<file path="config.mk">
export PLATFORM = sky130hd
export DESIGN_NAME = lld_cell
export DESIGN_NICKNAME = d
export VERILOG_FILES = /design/src/rtl/lld_pkg.sv /design/src/rtl/lld_cell.sv
export SDC_FILE = /design/constraint.sdc
export NUM_CORES = 1
export LEC_CHECK = 0
export BUFFER_PORTS_ARGS = -buffer_cell sky130_fd_sc_hd__buf_2
export CORE_AREA = 2 2 126 128
export DETAILED_ROUTE_END_ITERATION = 7
export DIE_AREA = 0 0 128 130
export PLACE_DENSITY = 0.85
export RECOVER_POWER = 25
export SLEW_MARGIN = 10
export SYNTH_ARGS = -nofsm -noshare
export SYNTH_HDL_FRONTEND = slang
export SYNTH_SLANG_ARGS = --single-unit
</file>
<file path="constraint.sdc">
create_clock -name clock -period 4.97 [get_ports clock]
set_clock_uncertainty 0.15 [all_clocks]
set_input_delay 0.2485 -clock clock [delete_from_list [all_inputs] [get_ports clock]]
set_output_delay 0.2485 -clock clock [all_outputs]
set_load 0.05 [all_outputs]
</file>
<file path="src/rtl/lld_pkg.sv">
// Shared types and constants for the least-loaded worker dispatcher.
// Holds payload structs, operation and state codes; depends on nothing.
`default_nettype none

package lld_pkg;

   // Field widths fixed by the interface
   localparam int KIND_W     = 3;
   localparam int IDX_W      = 4;
   localparam int COUNT_W    = 16;
   localparam int TIME_W     = 48;
   localparam int ACT_W      = 5;
   localparam int CORE_W     = 5;
   localparam int CSR_IDX_W  = 2;
   localparam int CSR_DATA_W = 16;
   localparam int US_W       = 20;
   localparam int LIMIT_US_W = COUNT_W + 1 + US_W;

   localparam logic [COUNT_W-1:0] COUNT_MAX        = '1;
   localparam logic [US_W-1:0]    US_PER_SECOND    = 20'd1000000;
   localparam logic [COUNT_W-1:0] THRESHOLD_RESET  = 16'd8;
   localparam logic [COUNT_W-1:0] IDLE_LIMIT_RESET = 16'd60;
   localparam logic [CORE_W-1:0]  CORE_RESET       = 5'd4;
   localparam logic [CORE_W-1:0]  CORE_MIN         = 5'd3;

   typedef enum logic [KIND_W-1:0] {
      KIND_AUTO     = 3'd0,
      KIND_FIXED    = 3'd1,
      KIND_DONE     = 3'd2,
      KIND_IDLE     = 3'd3,
      KIND_COOLDOWN = 3'd4
   } kind_type;

   typedef enum logic [CSR_IDX_W-1:0] {
      CSR_THRESHOLD  = 2'd0,
      CSR_IDLE_LIMIT = 2'd1,
      CSR_CORE       = 2'd2
   } csr_index_type;

   // Update applied by the selected cell
   typedef enum logic [2:0] {
      OP_NONE   = 3'd0,
      OP_GIVE   = 3'd1,
      OP_ADD    = 3'd2,
      OP_TAKE   = 3'd3,
      OP_RETIRE = 3'd4
   } op_type;

   typedef enum logic [1:0] {
      ST_IDLE   = 2'd0,
      ST_SCAN   = 2'd1,
      ST_DECIDE = 2'd2,
      ST_APPLY  = 2'd3
   } state_type;

   typedef struct packed {
      logic [KIND_W-1:0]  kind;
      logic [IDX_W-1:0]   worker_index;
      logic [COUNT_W-1:0] request_count;
      logic [TIME_W-1:0]  now_us;
   } req_type;

   typedef struct packed {
      logic [IDX_W-1:0] chosen_worker;
      logic             scaled_up;
      logic             scaled_down;
      logic [ACT_W-1:0] active_workers;
      logic             status;
   } rsp_type;

   // Running scan summary handed from cell to cell
   typedef struct packed {
      logic               found;
      logic [COUNT_W-1:0] best;
      logic               any_below;
      logic [COUNT_W-1:0] last_count;
      logic               last_mark;
      logic [TIME_W-1:0]  last_since;
   } scan_rec_type;

   typedef struct packed {
      op_type             op;
      logic [COUNT_W-1:0] count;
      logic [TIME_W-1:0]  now;
   } cmd_type;

endpackage

`default_nettype wire

</file>
<file path="src/rtl/lld_cell.sv">
// One worker cell: in-flight count, idle mark and idle time of one worker.
// Folds its worker into the scan summary each cycle; uses lld_pkg.
`default_nettype none

module lld_cell
   import lld_pkg::*;
#(
   parameter int MAX_WORKERS      = 16,
   parameter int RESERVED_WORKERS = 2,
   parameter int CELL_ID          = 0,
   localparam int IW = $clog2(MAX_WORKERS),
   localparam int TW = $clog2(MAX_WORKERS + 1)
) (
   input  wire logic               clock,
   input  wire logic               reset,
   input  wire logic               sel,
   input  wire cmd_type            cmd,
   input  wire logic [TW-1:0]      total,
   input  wire logic               extra,
   input  wire logic [COUNT_W-1:0] threshold,
   input  wire scan_rec_type       rec_in,
   input  wire logic [IW-1:0]      best_idx_in,
   output scan_rec_type            rec_out,
   output logic [IW-1:0]           best_idx_out
);

   localparam logic [TW-1:0] ID_T    = TW'(CELL_ID);
   localparam logic [IW-1:0] ID_I    = IW'(CELL_ID);
   localparam logic          GENERAL = (CELL_ID >= RESERVED_WORKERS);

   logic [COUNT_W-1:0] count_ff, count_in;
   logic               mark_ff, mark_in;
   logic [TIME_W-1:0]  since_ff, since_in;
   scan_rec_type       rec_ff, rec_in_next;
   logic [IW-1:0]      bidx_ff, bidx_in;

   logic               in_range;
   logic               is_last;
   logic               in_pick;
   logic [COUNT_W:0]   sum;
   logic [COUNT_W-1:0] sat;
   logic [COUNT_W-1:0] diff;

   // Role of this worker in the current scan
   assign in_range = (ID_T < total);
   assign is_last  = (ID_T == TW'(total - 1'b1));
   assign in_pick  = GENERAL && in_range && !(extra && is_last);

   // Fold this worker into the running summary
   always_comb begin
      rec_in_next = rec_in;
      bidx_in     = best_idx_in;
      if (in_pick && (!rec_in.found || (count_ff < rec_in.best))) begin
         rec_in_next.best = count_ff;
         bidx_in          = ID_I;
      end
      rec_in_next.found = rec_in.found | in_pick;
      if (GENERAL && in_range && (count_ff < threshold)) begin
         rec_in_next.any_below = 1'b1;
      end
      if (is_last) begin
         rec_in_next.last_count = count_ff;
         rec_in_next.last_mark  = mark_ff;
         rec_in_next.last_since = since_ff;
      end
   end

   // Apply the update command when selected
   always_comb begin
      sum      = {1'b0, count_ff} + {1'b0, cmd.count};
      sat      = sum[COUNT_W] ? COUNT_MAX : sum[COUNT_W-1:0];
      diff     = (count_ff > cmd.count) ? (count_ff - cmd.count) : '0;
      count_in = count_ff;
      mark_in  = mark_ff;
      since_in = since_ff;
      if (sel) begin
         case (cmd.op)
            OP_GIVE: begin
               count_in = sat;
               mark_in  = (sat == '0);
               if (sat == '0) begin
                  since_in = cmd.now;
               end
            end
            OP_ADD: begin
               count_in = cmd.count;
               mark_in  = (cmd.count == '0);
               since_in = (cmd.count == '0) ? cmd.now : '0;
            end
            OP_TAKE: begin
               count_in = diff;
               if ((diff == '0) && !mark_ff) begin
                  mark_in  = 1'b1;
                  since_in = cmd.now;
               end
            end
            OP_RETIRE: begin
               mark_in  = 1'b0;
               since_in = '0;
            end
            default: begin
               count_in = count_ff;
            end
         endcase
      end
   end

   // Hold worker state
   always_ff @(posedge clock) begin
      if (reset) begin
         count_ff <= '0;
         mark_ff  <= 1'b0;
         since_ff <= '0;
      end else begin
         count_ff <= count_in;
         mark_ff  <= mark_in;
         since_ff <= since_in;
      end
   end

   // Advance the summary to the next cell
   always_ff @(posedge clock) begin
      rec_ff  <= rec_in_next;
      bidx_ff <= bidx_in;
   end

   assign rec_out      = rec_ff;
   assign best_idx_out = bidx_ff;

endmodule

`default_nettype wire

</file>
==> flow_summary.toml, run 1 <==
[global_route]
antenna_found_initial = 2
use_met1 = 0.3838
grt_start_max_net_pins = 67
grt_pass1_wl_um = 44080
grt_pass1_vias = 8343
grt_overflow_total = 0
grt_usage = 0.3438
use_met3 = 0.07749
use_met2 = 0.6011
gr-max-usage-layer = "met2"

[setup_path]
worstSetupPathType = "flip-flop to flip-flop"
crit_path_start_kind = "flip-flop"
max_stage_delay_ns = 0.65
worst_path_max_delay_cell = "a2111oi_0"
cp_num_buf_inv = 1
critical-path-top-delay-family = "compound AO/OA/AOI/OAI gates"
crit_chain = "ha_1, nand4_1, o21bai_1, a211o_1, a2111oi_0, o31ai_1, a2111oi_0, a21oi_1, a31o_4, buf_12, mux2i_1"
critPathMaxFanout = 48
endpoint_kind = "flip-flop"
arrival_ns = 4.44
crit_top_cell = "a2111oi_0"
required_ns = 5.15

[timing]
final.setup.tns_ns = 0
rsz0062_at_grt = "no"
fin_crit_sh = 0.8557
finalSetupViolCount = 0
max_freq_ghz = 0.2351
final-hold-violation-count = 0
slew_violations = 0
holdWs_ns = 0.1340
period_needed_ns = 4.253
slew_headroom = 0.2632
worst_pin_slew_ns = 1.101

[place]
portBuffers = 248
post-dp-hpwl_um = 16850
gp_congestion = 0.9403

[power]
power_density_nw_per_um2 = 326.7
p_int_mw = 2.361
seqPwrFrac = 0.379
power_switching_mw = 1.199
pwr-share-comb = 0.240
peakVddDrop_mv = 0.3250
clockPowerShare = 0.382
swShare = 0.3367
p_leak_nw = 4.905

[floorplan]
rows = 46
initial_core_util = 0.4942
die_height_um = 130
die_w_um = 128
coreArea_um2 = 15420
die-area_um2 = 16640
ios = 266

[synth]
yosys_warnings = 0
ys_seq_elements = 152
synth_flop_cell = "dfxtp_1"
syn_nets = 1032
synth.area.top_cells = "dfxtp_1 (40%), mux2_2 (9.5%), mux2i_1 (6.3%)"
synth_top_area_share = 0.3992
netlist_area_um2 = 7622
synthDistinctLibCells = 63
synth_edf_count = 0
ys_seq_area_frac = 0.3992
synth_async_sr_flop_share = 0
synth_largest_area_cell = "dfxtp_1"
synth.avg_cell_area_um2 = 9.307
netlist_instances = 819

[cts]
cts.sinks = 152
cts_tree = "built"
path_clk_slew_ns = 0.07
cts_resized = 0
postCtsHoldBufs = 135
htreeDepth = 4
cts_setup_buffers = 0
clk_path_buf_depth = 2
clkLatencyLatePin_ns = 0.43
ctsRootBufferMaster = "clkbuf_16"
cts_inserted_buffers = 17

[detailed_routing]
wl_per_cell_um = 20.80
drc = 0
antenna_left = 0
vias_per_cell = 5.776
drt_iter0_markers = 658
dr.pass1.iters = 7
wl_um = 28940
vias = 8035

[final_layout]
multi_input_area_um2 = 4255
synthToLayoutAreaGrowth_pct = 42.98
utilization = 0.7065
nFillCells = 1114
seq_area_um2 = 3043
num-nets-final = 1395
drive_above_1_share = 0.2728

[run]
maxCapViolations = 0

[outcome]
status = "complete, no violations"

[min_path]
hp-class = "input pin to flip-flop"
[synthesized netlist by cell type, types with 3 or more instances]
cell type and count:
dfxtp_1 152, nand2_1 81, mux2_2 64, nand2b_1 58, mux2i_1 48, nor2_1 42
a21oi_1 39, clkbuf_1 37, ha_1 32, inv_1 30, nor3_1 23, o21ai_0 20
nand3_1 17, nor4_1 15, xnor2_1 12, a211oi_1 10, a2111oi_0 9, o211ai_1 9
buf_2 7, nor2b_1 7, o31ai_1 7, nand4_1 6, xor2_1 6, a21o_1 5
a31oi_1 5, o221ai_1 5, and2_1 4, and3_1 4, nand4b_1 4, o41ai_1 4
a221oi_1 3, a311o_1 3, and4b_1 3, o2111ai_1 3, o21bai_1 3, o31a_1 3
or2_2 3, or3_1 3, or4_1 3
[logic make-up after synthesis]
logic type | synth area share
simple gates | 0.1919
xor+xnor | 0.02068
compound gates | 0.1274
mux | 0.1576
buf+inv | 0.04547
fa+ha+maj | 0.05778
flops | 0.3992
[power groups by stage]
stage,clock (mW),sequential [mW],combinational (mW)
after floorplan,0,1.51,0.387
after global placement,0,1.36,0.727
after detailed placement,0,1.37,0.738
after CTS,1.35,1.34,0.827
after global routing,1.43,1.36,0.904
final,1.36,1.35,0.853
[cell type report]
cell class                 instances  share of cell area
clock inverter                    15             0.01665
multi-input combinational        587              0.3905
clock buffer                      17             0.03904
tap                              192             0.02204
antenna                            4           0.0009185
inverter                          32             0.01102
timing repair buffer             392              0.2406
sequential                       152              0.2792
[final timing paths]
path | end | slack [ns] | cells after the start | startpoint
max | since_ff[18]$_SDFFE_PP0P_ | 0.72 | 11 | count_ff[5]$_SDFFE_PP0P_
min reg2reg | since_ff[14]$_SDFFE_PP0P_ | 0.33 | 2 | since_ff[14]$_SDFFE_PP0P_
max reg2reg | since_ff[18]$_SDFFE_PP0P_ | 0.72 | 11 | count_ff[5]$_SDFFE_PP0P_
min | count_ff[14]$_SDFFE_PP0P_ | 0.13 | 5 | cmd[62]
[stage by stage]
stage / setup WS, ns / std cells / cell area, um2 / power (mW)
global route: 0.4840 / 1389 / 10890 / 3.690
detailed placement: 0.8572 / 1220 / 8980 / 2.106
global placement: 0.8778 / 1220 / 8980 / 2.091
finish: 0.7171 / 1391 / 10900 / 3.560
CTS: 0.9000 / 1387 / 10940 / 3.520
floorplan: 1.466 / 819 / 7622 / 1.893
[worst register-to-register path, cell delays in order, from the launching register on]
cell	delay (ns)
dfxtp_1	0.34
ha_1	0.55
nand4_1	0.22
o21bai_1	0.23
a211o_1	0.36
a2111oi_0	0.65
o31ai_1	0.18
a2111oi_0	0.46
a21oi_1	0.22
a31o_4	0.26
buf_12	0.19
mux2i_1	0.35
[flip-flops by register name, summed over array words and instances, names as in the netlist]
register	flops
best_idx_out	4
count_ff	16
mark_ff	1
rec_out	83
since_ff	48
[layout by cell type (no fill, tap or decap), types with 4 or more instances in the layout]
cell           instances
inv_1                 30
a211oi_1              10
diode_2                4
o221ai_1               5
inv_8                  4
mux2i_1               48
mux2_2                64
nand2_1               80
nand4_1                6
buf_4                  8
clkbuf_16             17
buf_2                208
nand4b_1               4
dlygate4sd3_1        135
o211ai_1               9
xnor2_1               12
clkbuf_1              40
a21oi_1               38
nand3_1               17
a2111oi_0              9
a21o_1                 5
nor2b_1                7
nand2b_1              58
o41ai_1                4
o21ai_0               20
and2_1                 4
o31ai_1                7
nor3_1                23
dfxtp_1              152
nor2_1                42
nor4_1                15
xor2_1                 6
ha_1                  32
and3_1                 4
a31oi_1                5
[layer usage]
| layer | up-vias | wire (um) |
|---|---|---|
| li1 | 3646 | - |
| met1 | 3784 | 10810 |
| met2 | 455 | 14250 |
| met3 | 150 | 1953 |
| met4 | 0 | 1933 |
| met5 | - | 0 |
Power figures use the tool's default switching activity.
==> inputs of run 2 (changes only) <==
--- a/config.mk
+++ b/config.mk
@@ -5,11 +5,12 @@
 export SDC_FILE = /design/constraint.sdc
 export NUM_CORES = 1
 export LEC_CHECK = 0
+export ABC_AREA = 1
 export BUFFER_PORTS_ARGS = -buffer_cell sky130_fd_sc_hd__buf_2
-export CORE_AREA = 2 2 126 128
+export CORE_AREA = 2 2 129 131
 export DETAILED_ROUTE_END_ITERATION = 7
-export DIE_AREA = 0 0 128 130
-export PLACE_DENSITY = 0.85
+export DIE_AREA = 0 0 131 133
+export PLACE_DENSITY = 0.86
 export RECOVER_POWER = 25
 export SLEW_MARGIN = 10
 export SYNTH_ARGS = -nofsm -noshare
==> run 2 against run 1 <==
Effect of this change: first-iteration DRC count increased by 14%; combinational power increased by 8.0%; non-clock buffer count decreased by 47; synthesized cell count increased by 53%; worst setup slack improved by 0.39 ns; register-to-register slack improved by 0.39 ns; global-route usage increased by 2.0 points; critical path type unchanged.
==> flow_summary.toml, run 2 <==
[outcome]
status = "complete, no violations"

[floorplan]
initial_core_util = 0.5098
die_height_um = 133
rows = 47
die_w_um = 131
die-area_um2 = 17420
ios = 266
coreArea_um2 = 16170

[synth]
synth_top_area_share = 0.3691
synth.avg_cell_area_um2 = 6.580
netlist_instances = 1253
ys_seq_elements = 152
ys_seq_area_frac = 0.3691
yosys_warnings = 0
synth_edf_count = 0
syn_nets = 1466
synth_largest_area_cell = "dfxtp_1"
synth_async_sr_flop_share = 0
synth_common_cells = "nand2_1 (377), inv_1 (204), dfxtp_1 (152)"
synth.area.top_cells = "dfxtp_1 (37%), nand2_1 (17%), inv_1 (9.3%)"
synthDistinctLibCells = 41
netlist_area_um2 = 8244
synth_most_common_cell = "nand2_1"
synth_flop_cell = "dfxtp_1"

[timing]
final.setup.tns_ns = 0
worst_pin_slew_ns = 1.149
rsz0062_at_grt = "no"
max_freq_ghz = 0.2592
slew_violations = 0
period_needed_ns = 3.859
setup_slack_ns = 1.111
slew_headroom = 0.2327
final-hold-violation-count = 0
finalSetupViolCount = 0
fin_crit_sh = 0.7764

[global_route]
antenna_found_initial = 5
grt_pass1_wl_um = 48270
grt_pass1_vias = 9063
grt_overflow_total = 0
grt_usage = 0.3643
grt_start_max_net_pins = 67

[setup_path]
max_stage_delay_ns = 0.51
r2r_slack_ns = 1.11
worst_path_max_delay_cell = "buf_4"
reg2reg_to = "since_ff[14]$_SDFFE_PP0P_"
endpoint = "since_ff[14]$_SDFFE_PP0P_"
cp-startpoint = "count_ff[0]$_SDFFE_PP0P_"
worstSetupPathType = "flip-flop to flip-flop"
critical-path-top-delay-family = "simple AND/OR/NAND/NOR gates"
crit_top_cell = "nand2_1"
endpoint_kind = "flip-flop"
crit_path_start_kind = "flip-flop"
cp.depth = 22
arrival_ns = 4.02
required_ns = 5.14
critPathMaxFanout = 56
r2r_start = "count_ff[0]$_SDFFE_PP0P_"
cp_num_buf_inv = 5
r2r_cells = 22
crit_chain = "inv_1, ha_1, fa_1, inv_1, nand2_1, nand2_1, nand3_1, nand2_1, nand2_1, nand2_2, nand2_2, inv_2, nand3_1, nand3_1, nor2_1, nand2_1, nand2_2, nand3_2, buf_4, nand2_1, inv_1, nor2_1"

[place]
portBuffers = 248
dpl_worst_slack_ns = 1.360
gp_congestion = 0.9585
post-dp-hpwl_um = 19780
placed_cell_area_um2 = 9535

[cts]
cts_setup_buffers = 0
cts_tree = "built"
cts_resized = 0
ctsRootBufferMaster = "clkbuf_16"
cts.sinks = 152
htreeDepth = 4
postCtsHoldBufs = 88
cts_inserted_buffers = 17
clk_path_buf_depth = 2
path_clk_slew_ns = 0.07
clkLatencyLatePin_ns = 0.43

[power]
p_leak_nw = 6.049
power_density_nw_per_um2 = 328.4
peakVddDrop_mv = 0.3693

[detailed_routing]
vias = 9433
wl_um = 31320
dr.pass1.iters = 6
wl_per_cell_um = 17.47
drc = 0
vias_per_cell = 5.261
drt_iter0_markers = 753
antenna_left = 0

[final_layout]
synthToLayoutAreaGrowth_pct = 33.48
drive_above_1_share = 0.1930
stdcell_area_um2 = 11000
largest_register_ffs = 83
num-nets-final = 1770
final_cell_mix = "nand2_1 (377), buf_2 (216), inv_1 (204)"
layout_commonest_cell = "nand2_1"

[min_path]
hp-class = "input pin to flip-flop"

[run]
maxCapViolations = 0
## run 2: changes by cell type after synthesis, sizes merged, moves of 43 or more
cell,before,now
nand2,81,383
inv,30,225
nor2,42,120
nand2b,58,0
mux2,64,12
o21ai,20,72
mux2i,48,0
nand4,6,49
## run 2: final cells by class
cell class	instances	area [um2]
fill	1274	5167
multi-input combinational	816	4064
sequential	152	3043
timing repair buffer	345	2150
inverter	225	844.6
clock buffer	17	425.4
tap	220	275.3
clock inverter	15	195.2
antenna	3	7.507
## run 2: worst register-to-register path: stages (launching register included)
cell and delay, ns:
dfxtp_1 0.36, inv_1 0.08, ha_1 0.21, fa_1 0.41, inv_1 0.13, nand2_1 0.06, nand2_1 0.10, nand3_1 0.10
nand2_1 0.11, nand2_1 0.07, nand2_2 0.12, nand2_2 0.13, inv_2 0.21, nand3_1 0.22, nand3_1 0.13, nor2_1 0.07
nand2_1 0.07, nand2_2 0.06, nand3_2 0.05, buf_4 0.51, nand2_1 0.17, inv_1 0.14, nor2_1 0.08
## run 2: worst min-delay path by stage
stage                         startpoint                        end  cells after the start
final                            cmd[39]  since_ff[39]$_SDFFE_PP0P_                      5
after global routing             cmd[30]  since_ff[30]$_SDFFE_PP0P_                      5
after CTS                        cmd[25]  since_ff[25]$_SDFFE_PP0P_                      5
after detailed placement      rec_in[80]        rec_out[80]$_DFF_P_                      1
after global placement        rec_in[72]        rec_out[72]$_DFF_P_                      1
after floorplan           best_idx_in[0]    best_idx_out[0]$_DFF_P_                      0
## run 2: report_power, final
part	internal, mW	switching (mW)
Clock	0.733	0.614
Sequential	1.30	0.0417
Combinational	0.294	0.627
Total	2.33	1.28
## run 2: kinds of logic (layout without fill, tap and decap cells)
logic type / after synthesis / count (layout) / share of synthesized area
muxes: 12 / 12 / 0.01639
DFF: 152 / 152 / 0.3691
AOI/OAI and AO/OA: 138 / 138 / 0.09804
adders and majority gates: 34 / 34 / 0.05342
and+or+nand+nor: 626 / 626 / 0.3170
xor gates and xnor gates: 6 / 6 / 0.006374
other: 0 / 3 / 0
buffers and inverters: 285 / 602 / 0.1396
## run 2: per-stage QoR
| stage | util | power (mW) | hold slack, ns | cells |
|---|---|---|---|---|
| after detailed placement | 0.5896 | 2.193 | 0.2027 | 1670 |
| final | 0.6805 | 3.614 | 0.009253 | 1793 |
| after CTS | 0.6825 | 3.585 | 0.0001875 | 1790 |
| after global routing | 0.6803 | 3.767 | 0.04474 | 1792 |
| after global placement | 0.5896 | 2.182 | 0.2012 | 1670 |
| after floorplan | - | 1.954 | 0.1262 | 1253 |
## run 2: routing by layer
layer  part of all wire  routed length [um]  global-route usage  up-vias
li1                   -                   -                   -     4510
met1               0.38               11990              0.4312     4200
met2               0.46               14470              0.5746      575
met3              0.099                3112              0.1314      144
met4              0.055                1718              0.1891        4
met5            0.00077                  24                   0        -
==> inputs of run 3 (changes only) <==
--- a/config.mk
+++ b/config.mk
@@ -7,10 +7,10 @@
 export LEC_CHECK = 0
 export ABC_AREA = 1
 export BUFFER_PORTS_ARGS = -buffer_cell sky130_fd_sc_hd__buf_2
-export CORE_AREA = 2 2 129 131
+export CORE_AREA = 2 2 136 138
 export DETAILED_ROUTE_END_ITERATION = 7
-export DIE_AREA = 0 0 131 133
-export PLACE_DENSITY = 0.86
+export DIE_AREA = 0 0 138 140
+export PLACE_DENSITY = 0.82
 export RECOVER_POWER = 25
 export SLEW_MARGIN = 10
 export SYNTH_ARGS = -nofsm -noshare
==> constraint.sdc (replaced) <==
create_clock -name clock -period 3.52 [get_ports clock]
set_clock_uncertainty 0.15 [all_clocks]
set_input_delay 0.176 -clock clock [delete_from_list [all_inputs] [get_ports clock]]
set_output_delay 0.176 -clock clock [all_outputs]
set_load 0.05 [all_outputs]
==> run 3 against run 2 <==
Effect of this change: the run now ends with capacitance limit, slew limit left; wire length is 5.1% higher; sequential share of layout area is 1.9 points lower; global-route usage is 3.0 points lower; clock power is 42% higher; sequential cell count stayed put; critical path depth is 4 lower; first-iteration DRC count is 21% higher; sequential power is 41% higher; die area is 11% higher; via count is 4.0% higher; combinational power is 55% higher; highest routed layer unchanged.
==> flow_summary.toml, run 3 (synthesis results as in run 2) <==
[final_layout]
num-nets-final = 1848
utilization = 0.6647
multi_input_area_um2 = 4076
drive_above_1_share = 0.2209
seq_area_um2 = 3043
synthToLayoutAreaGrowth_pct = 43.36
layout_commonest_cell = "nand2_1"
final_cell_mix = "nand2_1 (377), buf_2 (244), inv_1 (203)"
nFillCells = 1450
largest_register_ffs = 83

[cts]
clkLatencyLatePin_ns = 0.41
ctsRootBufferMaster = "clkbuf_16"
cts_inserted_buffers = 17
clk_path_buf_depth = 2
htreeDepth = 4
cts.sinks = 152
cts_tree = "built"
path_clk_slew_ns = 0.07

[detailed_routing]
dr.pass1.iters = 8
antenna_left = 0
vias_per_cell = 5.224
vias = 9811
drc = 0
wl_um = 32920
wl_per_cell_um = 17.53
drt_iter0_markers = 908

[setup_path]
critical-path-top-delay-family = "simple AND/OR/NAND/NOR gates"
worstSetupPathType = "flip-flop to flip-flop"
critPathMaxFanout = 40
worst_path_max_delay_cell = "fa_1"
endpoint_kind = "flip-flop"
crit_top_cell = "nand2_1"
r2r_start = "count_ff[0]$_SDFFE_PP0P_"
crit_path_start_kind = "flip-flop"
arrival_ns = 3.48
r2r_slack_ns = 0.19
cp_num_buf_inv = 2
required_ns = 3.67
cp-startpoint = "count_ff[0]$_SDFFE_PP0P_"
crit_chain = "ha_1, fa_1, nand2_1, nand3_1, nand2_1, nand2_1, a21oi_4, buf_4, nand3_1, nor2_1, nand2_1, nor2_1, nand2_1, nand2_2, buf_12, nand4_1, nand2_1, nor2_2"
max_stage_delay_ns = 0.44

[min_path]
hold_start = "cmd[50]"
hp-class = "input pin to flip-flop"

[global_route]
grt_overflow_total = 0
use_met3 = 0.06598
use_met2 = 0.5730
grt_pass1_wl_um = 51670
antenna_found_initial = 2
grt_pass1_vias = 9822
gr-max-usage-layer = "met2"
grt_start_max_net_pins = 119
use_met1 = 0.3893
grt_usage = 0.3340

[floorplan]
die_w_um = 138
die-area_um2 = 19320
rows = 49
die_height_um = 140
ios = 266
coreArea_um2 = 17780
initial_core_util = 0.4637

[place]
dpl_worst_slack_ns = 0.2488
gp_congestion = 0.9618
portBuffers = 248
post-dp-hpwl_um = 20070

[power]
peakVddDrop_mv = 0.3822
p_leak_nw = 6.494
power_density_nw_per_um2 = 443.5

[run]
maxCapViolations = 1

[timing]
final.setup.tns_ns = 0
slew_headroom = -0.4442
slew_violations = 119
worst_pin_slew_ns = 2.166
period_needed_ns = 3.327
fin_crit_sh = 0.9452
finalSetupViolCount = 0
rsz0062_at_grt = "no"
max_freq_ghz = 0.3006
setup_slack_ns = 0.1929
final-hold-violation-count = 0

[outcome]
violations = "capacitance limit, slew limit"
status = "complete, but fails checks"
## run 3: cell types whose count changed in the layout (fill, tap and decap cells not counted), moves of 2 or more
cell / before / now
inv_8: 5 / 1
clkinv_8: 3 / 1
buf_4: 9 / 32
buf_2: 216 / 244
buf_12: 0 / 4
clkbuf_2: 0 / 2
diode_2: 3 / 1
clkbuf_1: 32 / 3
dlygate4sd3_1: 88 / 137
## run 3: area by class of cell
| type | count | share of cell area |
|---|---|---|
| Antenna cell | 1 | 0.0002117 |
| Tap cell | 229 | 0.02424 |
| Clock inverter | 13 | 0.01366 |
| Clock buffer | 19 | 0.03748 |
| Sequential cell | 152 | 0.2575 |
| Inverter | 225 | 0.07167 |
| Timing Repair Buffer | 423 | 0.2504 |
| Multi-Input combinational cell | 816 | 0.3449 |
## run 3: through the flow
| step | power, mW | hold WS (ns) | area [um2] | std cells |
|---|---|---|---|---|
| final | 5.242 | 0.04005 | 11820 | 1878 |
| after floorplan | 2.758 | 0.05372 | 8244 | 1253 |
| after CTS | 5.141 | 0.01855 | 11770 | 1873 |
| after global placement | 3.125 | 0.1278 | 9797 | 1704 |
| after global routing | 5.451 | 0.07104 | 11820 | 1878 |
| after detailed placement | 3.141 | 0.1300 | 9797 | 1704 |
## run 3: tightest hold or removal path, delay by kind of cell
family	cells	cell delay, ns
buffers and inverters	2	0.17
AOI/OAI and AO/OA	2	0.16
and+or+nand+nor	1	0.07
## run 3: power by group
part	internal [mW]	switching (mW)	total [mW]
Sequential	1.84	0.0540	1.90
Clock	1.09	0.828	1.92
Combinational	0.506	0.921	1.43
Total	3.44	1.80	5.24
## run 3: path summary, 6_finish.rpt
kind,end,cells past startpoint
hold / removal,count_ff[2]$_SDFFE_PP0P_,5
hold reg to reg,rec_out[42]$_DFF_P_,2
setup / recovery,since_ff[13]$_SDFFE_PP0P_,18
setup reg to reg,since_ff[13]$_SDFFE_PP0P_,18
## run 3: per-layer routing
layer | up-vias | wire length (um)
li1 | 4657 | -
met1 | 4356 | 12550
met2 | 636 | 15500
met3 | 160 | 2806
met4 | 2 | 2047
met5 | - | 10
## run 3: timing repair
| item | in CTS | in global routing |
|---|---|---|
| endpoints found under the hold margin | 138 | 0 |
| gates resized for setup | 0 | 6 |
| hold buffers | 137 | 0 |
| endpoints found under the setup margin | 0 | 47 |
| setup buffers | 0 | 3 |
