## src/rtl/lld_pkg.sv

```systemverilog
// Shared types and constants for the least-loaded worker dispatcher.
// Holds payload structs, operation and state codes; depends on nothing.
`default_nettype none

package lld_pkg;

   // Field widths fixed by the interface
   localparam int KIND_W     = 3;
   localparam int IDX_W      = 4;
   localparam int COUNT_W    = 16;
   localparam int TIME_W     = 48;
   localparam int ACT_W      = 5;
   localparam int CORE_W     = 5;
   localparam int CSR_IDX_W  = 2;
   localparam int CSR_DATA_W = 16;
   localparam int US_W       = 20;
   localparam int LIMIT_US_W = COUNT_W + 1 + US_W;

   localparam logic [COUNT_W-1:0] COUNT_MAX        = '1;
   localparam logic [US_W-1:0]    US_PER_SECOND    = 20'd1000000;
   localparam logic [COUNT_W-1:0] THRESHOLD_RESET  = 16'd8;
   localparam logic [COUNT_W-1:0] IDLE_LIMIT_RESET = 16'd60;
   localparam logic [CORE_W-1:0]  CORE_RESET       = 5'd4;
   localparam logic [CORE_W-1:0]  CORE_MIN         = 5'd3;

   typedef enum logic [KIND_W-1:0] {
      KIND_AUTO     = 3'd0,
      KIND_FIXED    = 3'd1,
      KIND_DONE     = 3'd2,
      KIND_IDLE     = 3'd3,
      KIND_COOLDOWN = 3'd4
   } kind_type;

   typedef enum logic [CSR_IDX_W-1:0] {
      CSR_THRESHOLD  = 2'd0,
      CSR_IDLE_LIMIT = 2'd1,
      CSR_CORE       = 2'd2
   } csr_index_type;

   // Update applied by the selected cell
   typedef enum logic [2:0] {
      OP_NONE   = 3'd0,
      OP_GIVE   = 3'd1,
      OP_ADD    = 3'd2,
      OP_TAKE   = 3'd3,
      OP_RETIRE = 3'd4
   } op_type;

   typedef enum logic [1:0] {
      ST_IDLE   = 2'd0,
      ST_SCAN   = 2'd1,
      ST_DECIDE = 2'd2,
      ST_APPLY  = 2'd3
   } state_type;

   typedef struct packed {
      logic [KIND_W-1:0]  kind;
      logic [IDX_W-1:0]   worker_index;
      logic [COUNT_W-1:0] request_count;
      logic [TIME_W-1:0]  now_us;
   } req_type;

   typedef struct packed {
      logic [IDX_W-1:0] chosen_worker;
      logic             scaled_up;
      logic             scaled_down;
      logic [ACT_W-1:0] active_workers;
      logic             status;
   } rsp_type;

   // Running scan summary handed from cell to cell
   typedef struct packed {
      logic               found;
      logic [COUNT_W-1:0] best;
      logic               any_below;
      logic [COUNT_W-1:0] last_count;
      logic               last_mark;
      logic [TIME_W-1:0]  last_since;
   } scan_rec_type;

   typedef struct packed {
      op_type             op;
      logic [COUNT_W-1:0] count;
      logic [TIME_W-1:0]  now;
   } cmd_type;

endpackage

`default_nettype wire

```

## src/rtl/lld_ctrl.sv

```systemverilog
// Dispatcher control: handshakes, configuration registers, worker total
// and the decision taken from the end of the cell row; uses lld_pkg.
`default_nettype none

module lld_ctrl
   import lld_pkg::*;
#(
   parameter int MAX_WORKERS = 16,
   localparam int IW = $clog2(MAX_WORKERS),
   localparam int TW = $clog2(MAX_WORKERS + 1)
) (
   input  wire logic                  clock,
   input  wire logic                  reset,
   input  wire logic                  req_valid,
   output logic                       req_ready,
   input  wire req_type               req_data,
   output logic                       rsp_valid,
   input  wire logic                  rsp_ready,
   output rsp_type                    rsp_data,
   input  wire logic                  csr_write_en,
   input  wire logic [CSR_IDX_W-1:0]  csr_index,
   input  wire logic [CSR_DATA_W-1:0] csr_wdata,
   input  wire scan_rec_type          tail_rec,
   input  wire logic [IW-1:0]         tail_best_idx,
   output logic [TW-1:0]              total,
   output logic                       extra,
   output logic [COUNT_W-1:0]         threshold,
   output cmd_type                    cmd,
   output logic [MAX_WORKERS-1:0]     sel
);

   localparam logic [TW-1:0] MAX_T  = TW'(MAX_WORKERS);
   localparam logic [IW-1:0] LAST_C = IW'(MAX_WORKERS - 1);

   state_type             state_ff, state_in;
   logic [IW-1:0]         cnt_ff, cnt_in;
   req_type               item_ff;
   logic [TW-1:0]         total_ff, total_in;
   logic                  allowed_ff, allowed_in;
   cmd_type               cmd_ff, cmd_in;
   logic [IW-1:0]         tgt_ff, tgt_in;
   logic                  rsp_valid_ff, rsp_valid_in;
   rsp_type               rsp_data_ff, rsp_data_in;
   logic [COUNT_W-1:0]    thr_ff;
   logic [COUNT_W-1:0]    limit_ff;
   logic [CORE_W-1:0]     core_ff;
   logic [LIMIT_US_W-1:0] limit_us_ff, limit_us_in;

   logic [TW-1:0]         core_num;
   logic                  go;
   logic                  idx_ok;
   logic [IW-1:0]         last_idx;
   logic                  can_up;
   logic [IW-1:0]         pick;
   logic                  idle_ok;
   logic [TIME_W:0]       expire;
   op_type                dec_op;
   logic [IW-1:0]         dec_tgt;
   logic [IW-1:0]         dec_chosen;
   logic                  dec_up;
   logic                  dec_down;
   logic                  dec_status;
   logic [TW-1:0]         dec_total;
   logic                  dec_allowed;

   // Write configuration registers
   always_ff @(posedge clock) begin
      if (reset) begin
         thr_ff   <= THRESHOLD_RESET;
         limit_ff <= IDLE_LIMIT_RESET;
         core_ff  <= CORE_RESET;
      end else if (csr_write_en) begin
         case (csr_index)
            CSR_THRESHOLD:  thr_ff   <= csr_wdata;
            CSR_IDLE_LIMIT: limit_ff <= csr_wdata;
            CSR_CORE:       core_ff  <= csr_wdata[CORE_W-1:0];
            default:        thr_ff   <= thr_ff;
         endcase
      end
   end

   // Idle limit in microseconds, one whole second past the limit
   assign limit_us_in = LIMIT_US_W'({1'b0, limit_ff} + 1'b1) *
                        LIMIT_US_W'(US_PER_SECOND);

   always_ff @(posedge clock) begin
      limit_us_ff <= limit_us_in;
   end

   // Clamp the core count to its legal range
   always_comb begin
      if (core_ff < CORE_MIN) begin
         core_num = TW'(CORE_MIN);
      end else if (core_ff > MAX_WORKERS) begin
         core_num = MAX_T;
      end else begin
         core_num = TW'(core_ff);
      end
   end

   assign extra     = (total_ff > core_num);
   assign total     = total_ff;
   assign threshold = thr_ff;

   // Decide the update from the scan summary
   always_comb begin
      idx_ok   = (TW'(item_ff.worker_index) < total_ff);
      last_idx = IW'(total_ff - 1'b1);
      can_up   = allowed_ff && (total_ff < MAX_T) &&
                 ((total_ff < core_num) || !tail_rec.any_below);
      if ((tail_rec.found && (tail_rec.best < thr_ff)) || !extra) begin
         pick = tail_best_idx;
      end else if (!tail_rec.found || (tail_rec.last_count < tail_rec.best)) begin
         pick = last_idx;
      end else begin
         pick = tail_best_idx;
      end
      expire  = {1'b0, tail_rec.last_since} + (TIME_W + 1)'(limit_us_ff);
      idle_ok = allowed_ff && extra && tail_rec.last_mark &&
                (tail_rec.last_count == '0) && ({1'b0, item_ff.now_us} >= expire);

      dec_op      = OP_NONE;
      dec_tgt     = '0;
      dec_chosen  = '0;
      dec_up      = 1'b0;
      dec_down    = 1'b0;
      dec_status  = 1'b0;
      dec_total   = total_ff;
      dec_allowed = allowed_ff;
      case (item_ff.kind)
         KIND_AUTO: begin
            if (can_up) begin
               dec_op      = OP_ADD;
               dec_tgt     = IW'(total_ff);
               dec_chosen  = IW'(total_ff);
               dec_up      = 1'b1;
               dec_total   = TW'(total_ff + 1'b1);
               dec_allowed = 1'b0;
            end else begin
               dec_op     = OP_GIVE;
               dec_tgt    = pick;
               dec_chosen = pick;
            end
         end
         KIND_FIXED: begin
            if (idx_ok) begin
               dec_op     = OP_GIVE;
               dec_tgt    = IW'(item_ff.worker_index);
               dec_chosen = IW'(item_ff.worker_index);
            end else begin
               dec_status = 1'b1;
            end
         end
         KIND_DONE: begin
            if (idx_ok) begin
               dec_op  = OP_TAKE;
               dec_tgt = IW'(item_ff.worker_index);
            end else begin
               dec_status = 1'b1;
            end
         end
         KIND_IDLE: begin
            if (idle_ok) begin
               dec_op    = OP_RETIRE;
               dec_tgt   = last_idx;
               dec_down  = 1'b1;
               dec_total = TW'(total_ff - 1'b1);
            end
         end
         KIND_COOLDOWN: begin
            dec_allowed = 1'b1;
         end
         default: begin
            dec_op = OP_NONE;
         end
      endcase
   end

   // Next state, handshakes and register loads
   always_comb begin
      state_in     = state_ff;
      cnt_in       = cnt_ff;
      req_ready    = 1'b0;
      go           = 1'b0;
      total_in     = total_ff;
      allowed_in   = allowed_ff;
      cmd_in       = cmd_ff;
      tgt_in       = tgt_ff;
      rsp_valid_in = rsp_valid_ff & ~rsp_ready;
      rsp_data_in  = rsp_data_ff;
      case (state_ff)
         ST_IDLE: begin
            req_ready = 1'b1;
            if (req_valid) begin
               state_in = ST_SCAN;
               cnt_in   = '0;
            end
         end
         ST_SCAN: begin
            cnt_in = IW'(cnt_ff + 1'b1);
            if (cnt_ff == LAST_C) begin
               state_in = ST_DECIDE;
            end
         end
         ST_DECIDE: begin
            if (!rsp_valid_ff || rsp_ready) begin
               go       = 1'b1;
               state_in = ST_APPLY;
            end
         end
         ST_APPLY: begin
            state_in = ST_IDLE;
         end
         default: begin
            state_in = ST_IDLE;
         end
      endcase
      if (go) begin
         total_in                   = dec_total;
         allowed_in                 = dec_allowed;
         cmd_in.op                  = dec_op;
         cmd_in.count               = item_ff.request_count;
         cmd_in.now                 = item_ff.now_us;
         tgt_in                     = dec_tgt;
         rsp_valid_in               = 1'b1;
         rsp_data_in.chosen_worker  = IDX_W'(dec_chosen);
         rsp_data_in.scaled_up      = dec_up;
         rsp_data_in.scaled_down    = dec_down;
         rsp_data_in.active_workers = ACT_W'(dec_total);
         rsp_data_in.status         = dec_status;
      end
   end

   always_ff @(posedge clock) begin
      if (reset) begin
         state_ff     <= ST_IDLE;
         cnt_ff       <= '0;
         total_ff     <= TW'(CORE_RESET);
         allowed_ff   <= 1'b1;
         rsp_valid_ff <= 1'b0;
      end else begin
         state_ff     <= state_in;
         cnt_ff       <= cnt_in;
         total_ff     <= total_in;
         allowed_ff   <= allowed_in;
         rsp_valid_ff <= rsp_valid_in;
      end
   end

   // Payload registers; the command only acts while a cell is selected
   always_ff @(posedge clock) begin
      if (req_valid && req_ready) begin
         item_ff <= req_data;
      end
      cmd_ff      <= cmd_in;
      tgt_ff      <= tgt_in;
      rsp_data_ff <= rsp_data_in;
   end

   // Select the target cell during the update cycle
   always_comb begin
      for (int i = 0; i < MAX_WORKERS; i++) begin
         sel[i] = (state_ff == ST_APPLY) && (tgt_ff == IW'(i));
      end
   end

   assign cmd       = cmd_ff;
   assign rsp_valid = rsp_valid_ff;
   assign rsp_data  = rsp_data_ff;

`ifndef SYNTHESIS
   a_total_range: assert property (@(posedge clock) disable iff (reset)
      (total_ff <= MAX_T) && (total_ff >= TW'(CORE_MIN)))
      else $error("worker total out of range");

   a_total_step: assert property (@(posedge clock) disable iff (reset)
      (total_ff != $past(total_ff)) |-> ($past(state_ff) == ST_DECIDE))
      else $error("worker total changed outside a decision");

   a_rsp_load: assert property (@(posedge clock) disable iff (reset)
      ((state_ff == ST_DECIDE) && (!rsp_valid_ff || rsp_ready)) |=> rsp_valid_ff)
      else $error("decision did not present a result");

   a_flags: assert property (@(posedge clock) disable iff (reset)
      rsp_valid_ff |-> !(rsp_data_ff.scaled_up && rsp_data_ff.scaled_down))
      else $error("scale up and scale down in one result");

   a_sel: assert property (@(posedge clock) disable iff (reset)
      $onehot0(sel))
      else $error("more than one cell selected");
`endif

endmodule

`default_nettype wire

```

## config.mk

```make
export PLATFORM = sky130hd
export DESIGN_NAME = lld_ctrl
export DESIGN_NICKNAME = d
export VERILOG_FILES = /design/src/rtl/lld_pkg.sv /design/src/rtl/lld_ctrl.sv
export SDC_FILE = /design/constraint.sdc
export NUM_CORES = 1
export LEC_CHECK = 0
export BUFFER_PORTS_ARGS = -buffer_cell sky130_fd_sc_hd__buf_2
export CORE_MARGIN = 2
export CORE_UTILIZATION = 60
export CTS_CLUSTER_DIAMETER = 120
export DETAILED_ROUTE_END_ITERATION = 10
export GPL_ROUTABILITY_DRIVEN = 1
export PLACE_DENSITY_LB_ADDON = 0.05
export RECOVER_POWER = 100
export SLEW_MARGIN = 20
export SYNTH_ARGS = -nofsm -noshare
export SYNTH_HDL_FRONTEND = slang
export SYNTH_SLANG_ARGS = --single-unit
```

## constraint.sdc

```tcl
create_clock -name clock -period 17.3 [get_ports clock]
set_input_delay 1.73 -clock clock [delete_from_list [all_inputs] [get_ports clock]]
set_output_delay 1.73 -clock clock [all_outputs]
set_load 0.1 [all_outputs]
```

==> flow_metrics.tcl, run 1 <==
set metrics [dict create \
    status "finished with violations" \
    violations "capacitance limit, slew limit" \
    die_w_um 166.9 \
    crit_arrival_ns 7.86 \
    final_max_slew_viol_count 194 \
    async_flop_share_pct 0 \
    antenna_found_initial 7 \
    syn_to_final_growth_pct 16.26 \
    layout_common_cells "ha_1 (232), inv_1 (177), buf_2 (176)" \
    p_leak_nw 8.538 \
    ys_seq_elements 235 \
    cts_sinks 235 \
    grtUsageMet3_pct 4.444 \
    top_usage_layer "met2" \
    fin_skew_ns 0.01550 \
    core_area_um2 26060 \
    cts-buffers-inserted 27 \
    tightest_slew_ns 4.291 \
    grtUsageMet2_pct 45.70 \
    grtUsageMet1_pct 35.17 \
    powerDensity_nw_per_um2 150.0 \
    finalCriticalPeriod_ns 7.577 \
    grt_use_total_pct 26.64 \
    max_slew_margin_pct -186.1 \
    end_kind "flop" \
    irDropWorstVdd_v 0.0001627 \
    ctsHtreeMaxLevel 1 \
    cts_hold_buf 0 \
    setup_viol 0 \
    path_clk_slew_ns 0.06 \
    synth-seq-area-share_pct 39.23 \
    crit_required_ns 17.58 \
    die_h_um 166.9 \
    synth-edff-count 154 \
    fin_setup_tns_ns 0 \
    fin_crit_sh_pct 43.80 \
    path_class "in -> reg" \
    ys.flop_type "edfxtp_1" \
    dieArea_um2 27860 \
    path_max_fanout 9 \
    initial_core_util_pct 61.10 \
    cts_resized 0 \
    netlist_area_um2 15920 \
    wire_per_inst_um 17.19 \
    ys_warn_count 0 \
    whs_ns 0.4171 \
    num_rows 59 \
    drt_drc_violations_left 0 \
    layout_commonest_cell "ha_1" \
    io_buffers 299 \
    clockBufferDepth 3 \
    ant_nets 0 \
    rsz0062_at_grt "no" \
    start_kind "input port" \
    syn_inst 1534 \
    synth_area_per_cell_um2 10.38 \
    synth_cell_type_count 80 \
    cts-root-buf "clkbuf_16" \
    drive_gt1_share_pct 13.19 \
    wirelength_um 37900 \
    grt-ovfl-total 0 \
    max_freq_ghz 0.1320 \
    grt_pass1_vias 12030 \
    cts_setup_buffers 0 \
    cts_tree "done" \
    reg2reg_slack_ns 10.24 \
    dr.pass1.iters 6 \
    drt-initial-drc-count 953 \
    finalHoldViolCount 0 \
    worstSkewPairLatency_ns 0.56 \
    cap_violations 4 \
    drt-vias-per-instance 5.586 \
    gp_congestion 0.9291 \
    pin_count 300 \
    num_vias 12317 \
    grt_max_degree 76 \
    place_hpwl_um 30460 \
    synth_nets 2007 \
    hold_class "reg -> reg" \
    layout.nets 2317 \
    grt_pass1_wl_um 60390 \
]
## cell families after synthesis
family | after synthesis | synth area share [%]
simple gates | 401 | 12.45
compound gates | 304 | 12.12
fa+ha+maj | 292 | 25.78
flops | 235 | 39.23
buf+inv | 203 | 4.849
xor+xnor | 85 | 4.676
mux | 14 | 0.9037
## critical path, stage by stage
cell and delay, ns:
buf_2 0.08, ha_1 0.16, inv_1 0.06, fa_1 0.40, nor2b_1 0.20, o31ai_1 0.12, a21boi_0 0.40, nor3_4 0.10
nor3_1 0.50, o21ai_0 0.35, a21oi_1 0.39, o21ai_0 0.16, xor2_1 0.21, ha_1 0.29, and4_1 0.20, a221oi_1 0.46
nand4_1 0.13, a21oi_1 0.29, o21ai_0 0.19, o2111ai_1 0.47, clkinvlp_2 0.50, a22oi_1 0.38, xnor2_1 0.10
## final cells by class
type                    instances  area [um^2]
repair buffers                303         1361
clock buffers                  30        696.9
diodes                          5        12.51
well taps                     335        419.2
clock inverters                20        255.2
inverters                     181        681.9
fillers                      2007         7548
flip-flops and latches        235         6246
multi-input cells            1096         8837
## metal layers
metal / wire (um) / share of wire (%)
met2: 17990 / 47
met4: 1010 / 2.7
met3: 2656 / 7.0
met5: 23 / 0.061
met1: 16230 / 43
## through the flow
step,cell area [um^2],util (%),cells,worst slack (ns),total power (W)
global placement,17780,68.23,2150,10.46,0.002146
floorplan,15920,-,1534,11.12,0.001902
global route,18510,71.02,2204,9.177,0.002950
finish,18510,71.03,2205,9.723,0.002777
detailed placement,17780,68.23,2150,10.26,0.002181
CTS,18730,71.89,2200,10.24,0.002794
## state kept, by name, summed over array words and instances, names as in the netlist
name,count
limit_us_ff,31
cnt_ff,4
tgt_ff,4
item_ff,71
threshold,16
total,5
allowed_ff,1
rsp_data,12
cmd,67
state_ff,2
core_ff,5
limit_ff,16
rsp_valid,1
## final timing paths
check,start,end,depth (start not counted)
setup / recovery,tail_rec[6],rsp_data[3],23
hold / removal,item_ff[52],cmd[52],0
setup reg to reg,limit_ff[0],limit_us_ff[35],25
hold reg to reg,item_ff[52],cmd[52],0
## synthesized netlist by cell type, drive strengths merged (11+ instances only)
cell | instances | share of area, %
nand2b | 18 | 0.71
a21oi | 121 | 3.8
clkbuf | 17 | 0.40
xor2 | 32 | 1.8
nor2 | 90 | 2.1
edfxtp | 154 | 29
o21ai | 64 | 2.1
nor3 | 23 | 0.97
nand4 | 24 | 0.98
nand3 | 39 | 1.3
nor2b | 13 | 0.56
inv | 179 | 4.2
mux2i | 11 | 0.69
a21o | 31 | 1.5
xnor2 | 53 | 2.9
ha | 232 | 18
fa | 60 | 7.5
dfxtp | 81 | 10
nand2 | 133 | 3.2
and3 | 19 | 0.75
## report_power, final
| group | leakage [nW] | internal, W | switching, W |
|---|---|---|---|
| clock | 0.459 | 0.000368 | 0.000238 |
| combinational | 5.98 | 0.000393 | 0.000940 |
| sequential | 2.10 | 0.000773 | 0.0000647 |
| total | 8.54 | 0.00153 | 0.00124 |
(Power assumes the default switching activity.)
==> run 2: changes to the inputs <==
--- a/config.mk
+++ b/config.mk
@@ -7,7 +7,7 @@
 export LEC_CHECK = 0
 export BUFFER_PORTS_ARGS = -buffer_cell sky130_fd_sc_hd__buf_2
 export CORE_MARGIN = 2
-export CORE_UTILIZATION = 60
+export CORE_UTILIZATION = 52
 export CTS_CLUSTER_DIAMETER = 120
 export DETAILED_ROUTE_END_ITERATION = 10
 export GPL_ROUTABILITY_DRIVEN = 1
==> constraint.sdc (replaced) <==
create_clock -name clock -period 6.3 [get_ports clock]
set_input_delay 0.63 -clock clock [delete_from_list [all_inputs] [get_ports clock]]
set_output_delay 0.63 -clock clock [all_outputs]
set_load 0.1 [all_outputs]
==> run 2 against run 1 <==
Against the previous run: the flow still finishes with violations (capacitance limit, slew limit); highest routed layer is now met4; clock power rose by 140%; non-clock buffer count rose by 25; count of clock-buffer cells in the layout fell by 3; largest cell class unchanged; sequential power rose to 2.7 times the previous value; via count fell by 0.85%; utilization fell by 9.3 points.
==> flow_metrics.tcl, run 2 (synthesis gave the netlist of run 1 again) <==
set metrics [dict create \
    status "finished with violations" \
    violations "capacitance limit, slew limit" \
    cts-root-buf "clkbuf_16" \
    powerDensity_nw_per_um2 398.5 \
    grtUsageMet2_pct 38.65 \
    drt-vias-per-instance 5.351 \
    max_slew_margin_pct -170.2 \
    reg2reg_depth 26 \
    whs_ns 0.2622 \
    layout_common_cells "ha_1 (229), inv_1 (177), buf_2 (176)" \
    worstSkewPairLatency_ns 0.54 \
    tightest_slew_ns 4.053 \
    fin_crit_sh_pct 96.64 \
    path_max_fanout 6 \
    die_h_um 179.0 \
    hold_class "in -> reg" \
    drt_drc_violations_left 0 \
    initial_core_util_pct 52.46 \
    crit_arrival_ns 6.56 \
    drive_gt1_share_pct 14.91 \
    syn_to_final_growth_pct 17.64 \
    layout_commonest_cell "ha_1" \
    wire_per_inst_um 16.12 \
    cap_violations 3 \
    setup_slack_ns 0.2117 \
    dieArea_um2 32030 \
    place_hpwl_um 29840 \
    cts_sinks 235 \
    fin_skew_ns 0.01493 \
    wirelength_um 36780 \
    largest_register_ffs 71 \
    fin_setup_tns_ns 0 \
    path_clk_slew_ns 0.06 \
    grt_pass1_vias 11922 \
    rsz0062_at_grt "yes" \
    start_kind "flop" \
    grt_pass1_wl_um 57760 \
    pin_count 300 \
    grt_use_total_pct 22.47 \
    crit_required_ns 6.77 \
    layout.nets 2341 \
    cts-buffers-inserted 26 \
    largest-register "item_ff" \
    dp_slack_ns 0.1660 \
    grt_max_degree 75 \
    grt-ovfl-total 0 \
    grtUsageMet3_pct 3.223 \
    p_leak_nw 8.616 \
    top_usage_layer "met2" \
    clockBufferDepth 3 \
    irDropWorstVdd_v 0.0002757 \
    core_area_um2 30350 \
    end_kind "flop" \
    max_freq_ghz 0.1643 \
    die_w_um 179.0 \
    antenna_found_initial 1 \
    finalCriticalPeriod_ns 6.088 \
    finalHoldViolCount 0 \
    cts_hold_buf 0 \
    num_vias 12212 \
    cts_tree "done" \
    dr.pass1.iters 5 \
    final_max_slew_viol_count 189 \
    ctsHtreeMaxLevel 1 \
    grtUsageMet1_pct 29.96 \
    drt-initial-drc-count 620 \
    num_rows 64 \
    whs_path_depth 1 \
    gp_congestion 0.8850 \
    path_class "reg -> reg" \
    ant_nets 0 \
    io_buffers 299 \
    setup_viol 0 \
]
[run 2: changes by cell type in the layout (fill, tap and decap cells not counted), moves of 3 or more]
cell / delta
buf_4: +22
bufinv_16: -3
xnor2_2: +3
diode_2: -4
o21ai_0: -3
xnor2_1: -3
ha_1: -3
[run 2: repair_timing]
item,in CTS,in global routing
setup endpoints to repair,0,5
gates resized for setup,0,15
buffers inserted,0,3
[run 2: worst paths after layout]
kind,start,slack [ns],endpoint
worst min-delay path,req_data[35],0.26,item_ff[35]
worst min register to register,item_ff[53],0.42,cmd[53]
worst max-delay path,limit_ff[0],0.21,limit_us_ff[34]
worst max register to register,limit_ff[0],0.21,limit_us_ff[34]
[run 2: cell type report]
cell class / instances / area [um^2]
Sequential cell: 235 / 6251
Clock buffer: 27 / 654.4
Multi-Input combinational cell: 1096 / 8912
Inverter: 181 / 683.2
Timing Repair Buffer: 328 / 1545
Clock inverter: 18 / 186.4
Fill cell: 2622 / 11620
Tap cell: 396 / 495.5
Antenna cell: 1 / 2.502
[run 2: report_power, final]
group / total (W) / switching, W / internal [W] / leakage, nW
logic: 0.00370 / 0.00258 / 0.00112 / 6.12
registers: 0.00228 / 0.000156 / 0.00213 / 2.10
clock network: 0.00148 / 0.000633 / 0.000846 / 0.394
total: 0.00746 / 0.00337 / 0.00410 / 8.62
[run 2: stage by stage]
stage	instances	instance area [um^2]	utilization, %	total power [W]
2_1_floorplan	1534	15920	-	0.005223
3_3_place_gp	2233	18020	59.38	0.005938
3_5_place_dp	2233	18020	59.38	0.006009
4_1_cts	2278	18860	62.15	0.007525
5_1_grt	2282	18730	61.72	0.007997
6_report	2282	18730	61.72	0.007464
[run 2: routing by layer]
metal / up-vias / wire, um
li1: 6086 / -
met1: 5706 / 16240
met2: 368 / 17290
met3: 52 / 2446
met4: 0 / 806
met5: - / 0
[run 2: worst max-delay path, stage by stage (launching register included)]
cell	delay [ns]
dfxtp_1	0.34
ha_2	0.22
nand3_1	0.14
xnor2_2	0.17
buf_4	0.17
fa_1	0.50
inv_1	0.05
fa_1	0.52
inv_1	0.05
fa_1	0.53
inv_1	0.05
fa_1	0.49
inv_1	0.04
ha_1	0.26
inv_1	0.05
fa_1	0.49
inv_1	0.04
ha_1	0.30
o21a_1	0.19
o21a_1	0.16
o21ai_0	0.14
a31oi_1	0.09
o221a_2	0.29
o311a_1	0.32
o21ai_2	0.13
nor2b_2	0.16
xnor2_1	0.12
==> run 3: changes to the inputs <==
--- a/config.mk
+++ b/config.mk
@@ -6,8 +6,9 @@
 export NUM_CORES = 1
 export LEC_CHECK = 0
 export BUFFER_PORTS_ARGS = -buffer_cell sky130_fd_sc_hd__buf_2
+export CORE_ASPECT_RATIO = 0.6
 export CORE_MARGIN = 2
-export CORE_UTILIZATION = 52
+export CORE_UTILIZATION = 57
 export CTS_CLUSTER_DIAMETER = 120
 export DETAILED_ROUTE_END_ITERATION = 10
 export GPL_ROUTABILITY_DRIVEN = 1
==> constraint.sdc (replaced) <==
create_clock -name clock -period 6 [get_ports clock]
set_input_delay 0.6 -clock clock [delete_from_list [all_inputs] [get_ports clock]]
set_output_delay 0.6 -clock clock [all_outputs]
set_load 0.1 [all_outputs]
==> run 3 against run 2 <==
Against the previous run: the run ends with setup timing left; first-iteration DRC count grew 55%; cell area grew 4.4%; via count grew 3.2%; final cell count grew 0.31%; largest power group unchanged.
==> flow_metrics.tcl, run 3 (synthesis gave the netlist of run 1 again) <==
set metrics [dict create \
    die_h_um 133.5 \
    intPower_w 0.004489 \
    syn_to_final_growth_pct 22.83 \
    tightest_slew_ns 1.013 \
    cts-root-buf "clkbuf_16" \
    pin_count 300 \
    reg2reg_depth 26 \
    finalNonFillerCells 2289 \
    p_sw_share_pct 45.39 \
    powerDensity_nw_per_um2 420.4 \
    num_rows 47 \
    switching_power_w 0.003732 \
    rsz0062_at_grt "yes" \
    setup_slack_ns -0.005686 \
    final_max_slew_viol_count 0 \
    irDropWorstVdd_v 0.0003497 \
    initial_core_util_pct 57.85 \
    io_buffers 299 \
    finalHoldViolCount 0 \
    dp_cells 2235 \
    core_area_um2 27520 \
    min_to "item_ff[65]" \
    grt_pass1_vias 12328 \
    drt_drc_violations_left 0 \
    dieArea_um2 29330 \
    largest_register_ffs 71 \
    drt-vias-per-instance 5.508 \
    dr.pass1.iters 5 \
    wire_per_inst_um 17.91 \
    fin_crit_sh_pct 100.1 \
    p_leak_nw 9.262 \
    hold_class "in -> reg" \
    finalCriticalPeriod_ns 6.006 \
    grt_use_total_pct 27.77 \
    power_w 0.008221 \
    design_area_um2 19560 \
    path_class "reg -> reg" \
    clockBufferDepth 3 \
    status "finished with violations" \
    path_max_fanout 3 \
    grt_pass1_wl_um 64140 \
    violations "setup timing" \
    fin_setup_tns_ns -0.005686 \
    reg2reg_slack_ns -0.006 \
    max_slew_margin_pct 32.48 \
    wirelength_um 41000 \
    clkPwrFrac_pct 17.8 \
    fin_skew_ns 0.009706 \
    ant_nets 0 \
    grt-ovfl-total 0 \
    antenna_found_initial 4 \
    setup_viol 1 \
    place_hpwl_um 32340 \
    cts_sinks 235 \
    layout.nets 2377 \
    crit_required_ns 6.45 \
    cap_violations 0 \
    reg2reg_from "limit_ff[1]" \
    start_kind "flop" \
    r2r_end "limit_us_ff[34]" \
    grt_max_degree 72 \
    crit_arrival_ns 6.45 \
    die_w_um 219.8 \
    drive_gt1_share_pct 26.51 \
    cts-buffers-inserted 23 \
    power.share.combinational_pct 53.4 \
    layout_common_cells "buf_2 (296), ha_1 (222), inv_1 (166)" \
    gp_congestion 0.9283 \
    max_freq_ghz 0.1665 \
    whs_path_depth 1 \
    layout_commonest_cell "buf_2" \
    path_clk_slew_ns 0.07 \
    num_vias 12607 \
    largest-register "item_ff" \
    hold_start "req_data[65]" \
    end_kind "flop" \
    drt-initial-drc-count 963 \
    seqPwrFrac_pct 28.7 \
    cts_tree "done" \
    worstSkewPairLatency_ns 0.52 \
    ctsHtreeMaxLevel 1 \
    place_area_um2 18250 \
]
[run 3: changes by cell type in the layout (fill, tap and decap cells not counted), moves of 6 or more]
cell and change:
buf_2 +120, inv_2 +12, clkbuf_8 +6, clkbuf_1 -126, o21ai_0 -6, ha_4 +9, inv_1 -11, ha_1 -7
nand3_1 -7, buf_4 +40
[run 3: layer usage]
metal | global-route usage (%) | routed length [um] | up-vias
li1 | - | - | 6171
met1 | 42.46 | 19560 | 5997
met2 | 40.23 | 17520 | 395
met3 | 6.963 | 3372 | 40
met4 | 4.698 | 514 | 4
met5 | 0 | 27 | -
[run 3: timing repair]
item / 4_1_cts / 5_1_grt
hold buffers: 0 / 0
setup endpoints to repair: 5 / 7
gates resized for setup: 38 / 51
setup buffers: 10 / 1
pin swaps: 24 / 40
[run 3: through the flow]
stage,hold WS (ns),util (%),worst slack (ns)
2_1_floorplan,0.4003,-,0.008934
3_3_place_gp,0.4006,66.33,-0.1318
3_5_place_dp,0.4045,66.33,-0.3061
6_report,0.2474,71.06,-0.005686
5_1_grt,0.2266,71.05,-0.1885
4_1_cts,0.2249,70.00,0.01166
[run 3: final cells by class]
cell class / instances / area, um^2
Multi-Input combinational cell: 1096 / 9369
Clock inverter: 10 / 87.58
Tap cell: 367 / 459.2
Inverter: 181 / 683.2
Sequential cell: 235 / 6257
Antenna cell: 2 / 5.005
Clock buffer: 31 / 673.1
Timing Repair Buffer: 367 / 2022
Fill cell: 2078 / 7965
[run 3: critical path, cell delays in order (launching register included)]
cell	delay, ns
dfxtp_4	0.37
ha_4	0.16
nand3_4	0.09
xnor2_4	0.17
buf_6	0.13
fa_1	0.53
inv_2	0.05
fa_1	0.56
inv_2	0.05
fa_1	0.52
inv_2	0.04
fa_1	0.49
inv_2	0.05
ha_4	0.26
inv_2	0.04
fa_1	0.51
inv_2	0.05
ha_4	0.21
o21a_1	0.21
o21a_1	0.18
o21ai_2	0.16
a31oi_4	0.07
o221a_4	0.28
o311a_1	0.31
o21ai_2	0.17
nor2b_4	0.17
xnor2_1	0.11
[run 3: worst max path at each step]
stage	cells after the start	startpoint	endpoint	slack, ns
after CTS	27	limit_ff[3]	limit_us_ff[34]	0.01
after global routing	26	limit_ff[1]	limit_us_ff[34]	-0.19
after detailed placement	25	limit_ff[1]	limit_us_ff[35]	-0.31
after global placement	26	limit_ff[1]	limit_us_ff[34]	-0.13
final	26	limit_ff[1]	limit_us_ff[34]	-0.006
after floorplan	25	limit_ff[0]	limit_us_ff[35]	0.009
[run 3: power by group through the flow]
stage / sequential, W / combinational (W) / clock (W)
2_1_floorplan: 0.00333 / 0.00215 / 0
3_3_place_gp: 0.00238 / 0.00399 / 0
3_5_place_dp: 0.00239 / 0.00410 / 0
4_1_cts: 0.00236 / 0.00424 / 0.00150
5_1_grt: 0.00240 / 0.00477 / 0.00156
6_report: 0.00236 / 0.00439 / 0.00147
